==> src/hw/rtl/grid_neighbour_average_sweep_unit_defines.svh <==
// Assertion macros for the grid neighbour average sweep unit.
// Included by files that carry concurrent assertions; no other dependencies.
`ifndef GRID_NEIGHBOUR_AVERAGE_SWEEP_UNIT_DEFINES_SVH
`define GRID_NEIGHBOUR_AVERAGE_SWEEP_UNIT_DEFINES_SVH

// same-cycle implication, disabled during reset
`define GNAS_ASSERT_NOW(label, clk, rst, ante, cons, msg) \
   label: assert property (@(posedge clk) disable iff (rst) (ante) |-> (cons)) \
      else $error(msg);

// next-cycle implication, disabled during reset
`define GNAS_ASSERT_NEXT(label, clk, rst, ante, cons, msg) \
   label: assert property (@(posedge clk) disable iff (rst) (ante) |=> (cons)) \
      else $error(msg);

`endif

==> src/hw/rtl/gnas_pkg.sv <==
// Shared constants, codes and types of the grid neighbour average sweep unit.
// No dependencies.
package gnas_pkg;

   localparam int MAX_ROWS_DEF = 64;
   localparam int MAX_COLS_DEF = 64;

   localparam int DATA_W     = 32;
   localparam int SUM_W      = 35;
   localparam int LIM_W      = 11;
   localparam int TERM_W     = 3;
   localparam int DIV_STEP_W = 6;
   localparam int CSR_ADDR_W = 4;
   localparam int CSR_DATA_W = 32;
   localparam int SIZE_W     = 7;
   localparam int SWEEP_W    = 16;

   localparam logic [1:0] CMD_WRITE = 2'd0;
   localparam logic [1:0] CMD_READ  = 2'd1;
   localparam logic [1:0] CMD_RUN   = 2'd2;

   localparam logic [1:0] REG_ROWS   = 2'd0;
   localparam logic [1:0] REG_COLS   = 2'd1;
   localparam logic [1:0] REG_SWEEPS = 2'd2;

   localparam logic [SIZE_W-1:0]  ROWS_RST   = 7'd64;
   localparam logic [SIZE_W-1:0]  COLS_RST   = 7'd64;
   localparam logic [SWEEP_W-1:0] SWEEPS_RST = 16'd1;

   typedef struct packed {
      logic busy;
      logic done;
   } div_stat_type;

endpackage

==> src/hw/rtl/gnas_div.sv <==
// Bit-serial signed divider by a small term count, truncating toward zero.
// Depends on gnas_pkg.
module gnas_div (
   input  logic                              clock,
   input  logic                              reset,
   input  logic                              start,
   input  logic signed [gnas_pkg::SUM_W-1:0] dividend,
   input  logic [gnas_pkg::TERM_W-1:0]       divisor,
   output logic signed [gnas_pkg::DATA_W-1:0] quotient,
   output gnas_pkg::div_stat_type            status
);

   localparam int SW = gnas_pkg::SUM_W;
   localparam int TW = gnas_pkg::TERM_W;

   logic [SW-1:0]                  quo_ff, quo_in;
   logic [TW-1:0]                  rem_ff, rem_in;
   logic [TW-1:0]                  dvs_ff, dvs_in;
   logic                           neg_ff, neg_in;
   logic [gnas_pkg::DIV_STEP_W-1:0] step_ff, step_in;
   logic                           busy_ff, busy_in;
   logic                           done_ff, done_in;
   logic [TW:0]                    shifted;
   logic                           ge;
   logic [SW-1:0]                  mag;

   always_comb begin
      quo_in  = quo_ff;
      rem_in  = rem_ff;
      dvs_in  = dvs_ff;
      neg_in  = neg_ff;
      step_in = step_ff;
      busy_in = busy_ff;
      done_in = 1'b0;
      mag     = dividend[SW-1] ? SW'(-dividend) : SW'(dividend);
      shifted = {rem_ff, quo_ff[SW-1]};
      ge      = shifted >= {1'b0, dvs_ff};
      if (start) begin
         quo_in  = mag;
         rem_in  = '0;
         dvs_in  = divisor;
         neg_in  = dividend[SW-1];
         step_in = '0;
         busy_in = 1'b1;
      end else if (busy_ff) begin
         rem_in  = ge ? TW'(shifted - {1'b0, dvs_ff}) : TW'(shifted);
         quo_in  = {quo_ff[SW-2:0], ge};
         step_in = step_ff + 1'b1;
         if (step_ff == gnas_pkg::DIV_STEP_W'(SW - 1)) begin
            busy_in = 1'b0;
            done_in = 1'b1;
         end
      end
   end

   always_ff @(posedge clock) begin
      if (reset) begin
         busy_ff <= 1'b0;
         done_ff <= 1'b0;
      end else begin
         busy_ff <= busy_in;
         done_ff <= done_in;
      end
      quo_ff  <= quo_in;
      rem_ff  <= rem_in;
      dvs_ff  <= dvs_in;
      neg_ff  <= neg_in;
      step_ff <= step_in;
   end

   assign quotient    = neg_ff ? gnas_pkg::DATA_W'(-quo_ff) : gnas_pkg::DATA_W'(quo_ff);
   assign status.busy = busy_ff;
   assign status.done = done_ff;

endmodule

==> config.mk <==
export PLATFORM = sky130hd
export DESIGN_NAME = gnas_div
export DESIGN_NICKNAME = d
export VERILOG_FILES = /design/src/hw/rtl/grid_neighbour_average_sweep_unit_defines.svh /design/src/hw/rtl/gnas_pkg.sv /design/src/hw/rtl/gnas_div.sv
export SDC_FILE = /design/constraint.sdc
export NUM_CORES = 1
export LEC_CHECK = 0
export ABC_AREA = 1
export BUFFER_PORTS_ARGS = -buffer_cell sky130_fd_sc_hd__buf_2
export CORE_ASPECT_RATIO = 0.75
export CORE_MARGIN = 10
export CORE_UTILIZATION = 50
export DETAILED_ROUTE_END_ITERATION = 8
export GPL_ROUTABILITY_DRIVEN = 0
export PLACE_DENSITY = 0.73
export SLEW_MARGIN = 15
export SYNTH_ARGS = -nofsm -noshare
export SYNTH_HDL_FRONTEND = slang
export SYNTH_SLANG_ARGS = --single-unit
==> constraint.sdc <==
create_clock -name clock -period 2.3 [get_ports clock]
set_input_delay 0.46 -clock clock [delete_from_list [all_inputs] [get_ports clock]]
set_output_delay 0.46 -clock clock [all_outputs]
set_load 0.01 [all_outputs]
==> impl_metrics.env <==
export IMPL_clock_latency_ps=290
export IMPL_status="finished, violations left"
export IMPL_worst_endpoint_required_ps=1840
export IMPL_criticalPathCategory="flop to primary output"
export IMPL_fin_skew_ps=4.46
export IMPL_tightest_slew_ps=556
export IMPL_path_buf_inv=3
export IMPL_crit_chain="inv_2, ha_4, nand3_4, inv_4, nand2_2, nor2_4, nand3_2, nand2_1, nand2_1, nand2_1, o21ai_1, buf_2"
export IMPL_synth_xor_area_share=0.0703
export IMPL_grt_pass1_wl_um=19200
export IMPL_die_area_um2=12600
export IMPL_critPathMaxStageDelay_ps=420
export IMPL_routed_via_density=5.38
export IMPL_clk_pin_slew_ps=70
export IMPL_syn_area_um2=4240
export IMPL_num_vias=4409
export IMPL_layout_commonest_cell="nand2_1"
export IMPL_synth_edf_count=39
export IMPL_grt_overflow_total=0
export IMPL_synth_adder_area_share=0.0254
export IMPL_violations="setup timing"
export IMPL_die_h_um=99.7
export IMPL_initial_core_util=0.526
export IMPL_cts_sinks=50
export IMPL_fin_crit_ps=2310
export IMPL_finalSetupViolCount=1
export IMPL_slew_violations=0
export IMPL_hold_class="input port to flop"
export IMPL_worstPathMaxFanout=4
export IMPL_vdd_drop_max_mv=0.288
export IMPL_final_util=0.644
export IMPL_yosys_area_share_simple=0.394
export IMPL_grt_pass1_vias=3952
export IMPL_synthCells=621
export IMPL_fillers=695
export IMPL_synth_area_mux_share=0
export IMPL_synth_top_family_by_area="simple AND/OR/NAND/NOR gates"
export IMPL_ys_types=36
export IMPL_stdcell_count=820
export IMPL_maxCapViolations=0
export IMPL_num_antenna_cells=0
export IMPL_drt_drc_violations_left=0
export IMPL_crit_top_cell="nand2_1"
export IMPL_cp_top_family="simple AND/OR/NAND/NOR gates"
export IMPL_async_flop_share=0
export IMPL_multi_input_area_um2=2630
export IMPL_wl_per_cell_um=15.0
export IMPL_core_rowCount=28
export IMPL_first_pass_iters=6
export IMPL_ys_seq_area_frac=0.328
export IMPL_initialDrtViolationCount=404
export IMPL_r2r_slack_ps=310
export IMPL_cp_slowest_cell="edfxtp_1"
export IMPL_critPathCaptureType="primary output"
export IMPL_ys_flop_type="edfxtp_1"
export IMPL_io_pins=75
export IMPL_synth_compound_gate_area_share=0.0910
export IMPL_fin_crit_sh=1.00
export IMPL_layout_area_seq_um2=1390
export IMPL_max_freq_ghz=0.433
export IMPL_final_antenna_net_count=0
export IMPL_drt_total_wl_um=12300
export IMPL_dp_hpwl_um=9340
export IMPL_portBuffers=74
export IMPL_syn_avg_cell_area_um2=6.82
export IMPL_track_usage=0.180
export IMPL_synth_nets=670
export IMPL_placed_cells=786
export IMPL_layout_nets=763
export IMPL_grt_max_degree=37
export IMPL_area_delta_synth_final_pct=22.5
export IMPL_clockBufferDepth=2
export IMPL_cts_root_buf="clkbuf_16"
export IMPL_final_cell_mix="nand2_1 (167), buf_2 (73), inv_1 (60), nor2_1 (59), nand3_1 (50)"
export IMPL_chipWidth_um=126
export IMPL_rsz0062_at_grt="true"
export IMPL_relSlewSlack=0.629
export IMPL_start_kind="flop"
export IMPL_worst_ep_arrival_time_ps=1850
export IMPL_leakagePower_nw=2.36
export IMPL_hold_viol_final=0
export IMPL_layout_setup_ws_ps=-7.57
export IMPL_yosys_warnings=0
export IMPL_cts_made_buffers=5
export IMPL_cts_max_level=2
export IMPL_coreArea_um2=8060
export IMPL_antenna_found_initial=0
export IMPL_power_density_nw_per_um2=553
export IMPL_cts_tree="built"
export IMPL_layout_drive_gt1_share=0.266
export IMPL_synth_seq_cells=50
-- metrics by stage --
stage | power (mW) | worst slack, ps | TNS (ps) | hold slack, ps | cell area (µm²)
after floorplan | 1.72 | 472 | 0 | 429 | 4240
after global placement | 2.00 | 332 | 0 | 442 | 4670
after detailed placement | 2.02 | 265 | 0 | 459 | 4670
after CTS | 2.75 | 19.3 | 0 | 341 | 4860
after global routing | 3.03 | -144 | -1220 | 338 | 5190
final | 2.87 | -7.57 | -7.57 | 342 | 5190
-- Yosys cell counts, types with 3 or more instances --
master    number  area share
ha_1           7       0.021
xnor2_1        4      0.0083
nor3_1         6      0.0071
inv_2          4      0.0035
o21ai_1       13       0.015
buf_4          5      0.0089
nand2_1      173        0.15
inv_1         69       0.061
edfxtp_1      39        0.28
a21oi_1        9       0.011
nor2_2        10       0.015
o21ai_0       39       0.046
clkbuf_1       7      0.0062
nand2_4        3      0.0080
nand4_1       15       0.022
nand3_2        3      0.0071
nor2_4         5       0.013
xor2_1        30       0.062
nor2_1        72       0.064
nand3b_1       7       0.012
nand3_1       59       0.070
buf_2          7      0.0083
dfxtp_1       11       0.052
nand2_2        5      0.0074
o22ai_1        4      0.0059
-- path summary, 6_finish.rpt --
path / startpoint / to / depth (start not counted)
max: quo_ff[1] / quotient[26] / 12
min: divisor[0] / dvs_ff[0] / 1
max reg2reg: quo_ff[34] / quo_ff[0] / 6
min reg2reg: rem_ff[2] / rem_ff[2] / 2
-- cell families after synthesis --
logic type,after synthesis
and+or+nand+nor,364
buffers and inverters,93
AOI/OAI and AO/OA,72
DFF,50
xor gates and xnor gates,34
adders and majority gates,8
-- layout make-up --
| type | count | area share |
|---|---|---|
| inverters | 73 | 0.0533 |
| flip-flops and latches | 50 | 0.268 |
| repair buffers | 106 | 0.119 |
| clock inverters | 3 | 0.00313 |
| multi-input cells | 478 | 0.507 |
| well taps | 105 | 0.0253 |
| clock buffers | 5 | 0.0241 |
-- worst register-to-register path, delay by kind of cell (launching register included) --
family / cells / cell delay [ps]
AOI/OAI and AO/OA: 2 / 640
adders and majority gates: 2 / 610
buffers and inverters: 1 / 50
DFF: 1 / 350
and+or+nand+nor: 1 / 130
-- state kept, by name, indices dropped and copies added, names as in the netlist --
signal   cells
dvs_ff       3
rem_ff       3
busy_ff      1
neg_ff       1
quo_ff      35
done_ff      1
step_ff      6
-- timing repair --
item	4_1_cts	5_1_grt
resized for setup	6	49
buffers inserted	3	23
endpoints found under the setup margin	4	22
endpoints found under the hold margin	0	0
hold buffers	0	0
pin swaps	1	10
-- per-layer routing --
layer	share of wire	vias to the layer above	global-route usage
met2	0.45	158	0.285
li1	-	2209	-
met5	0	-	0
met4	0.011	0	0.0393
met1	0.47	2025	0.246
met3	0.073	17	0.0393
-- where the power goes --
group / switching, mW / internal, mW
Combinational: 0.592 / 0.379
Sequential: 0.0919 / 1.09
Clock: 0.321 / 0.397
Note: power is estimated with default switching activity, not from simulation.
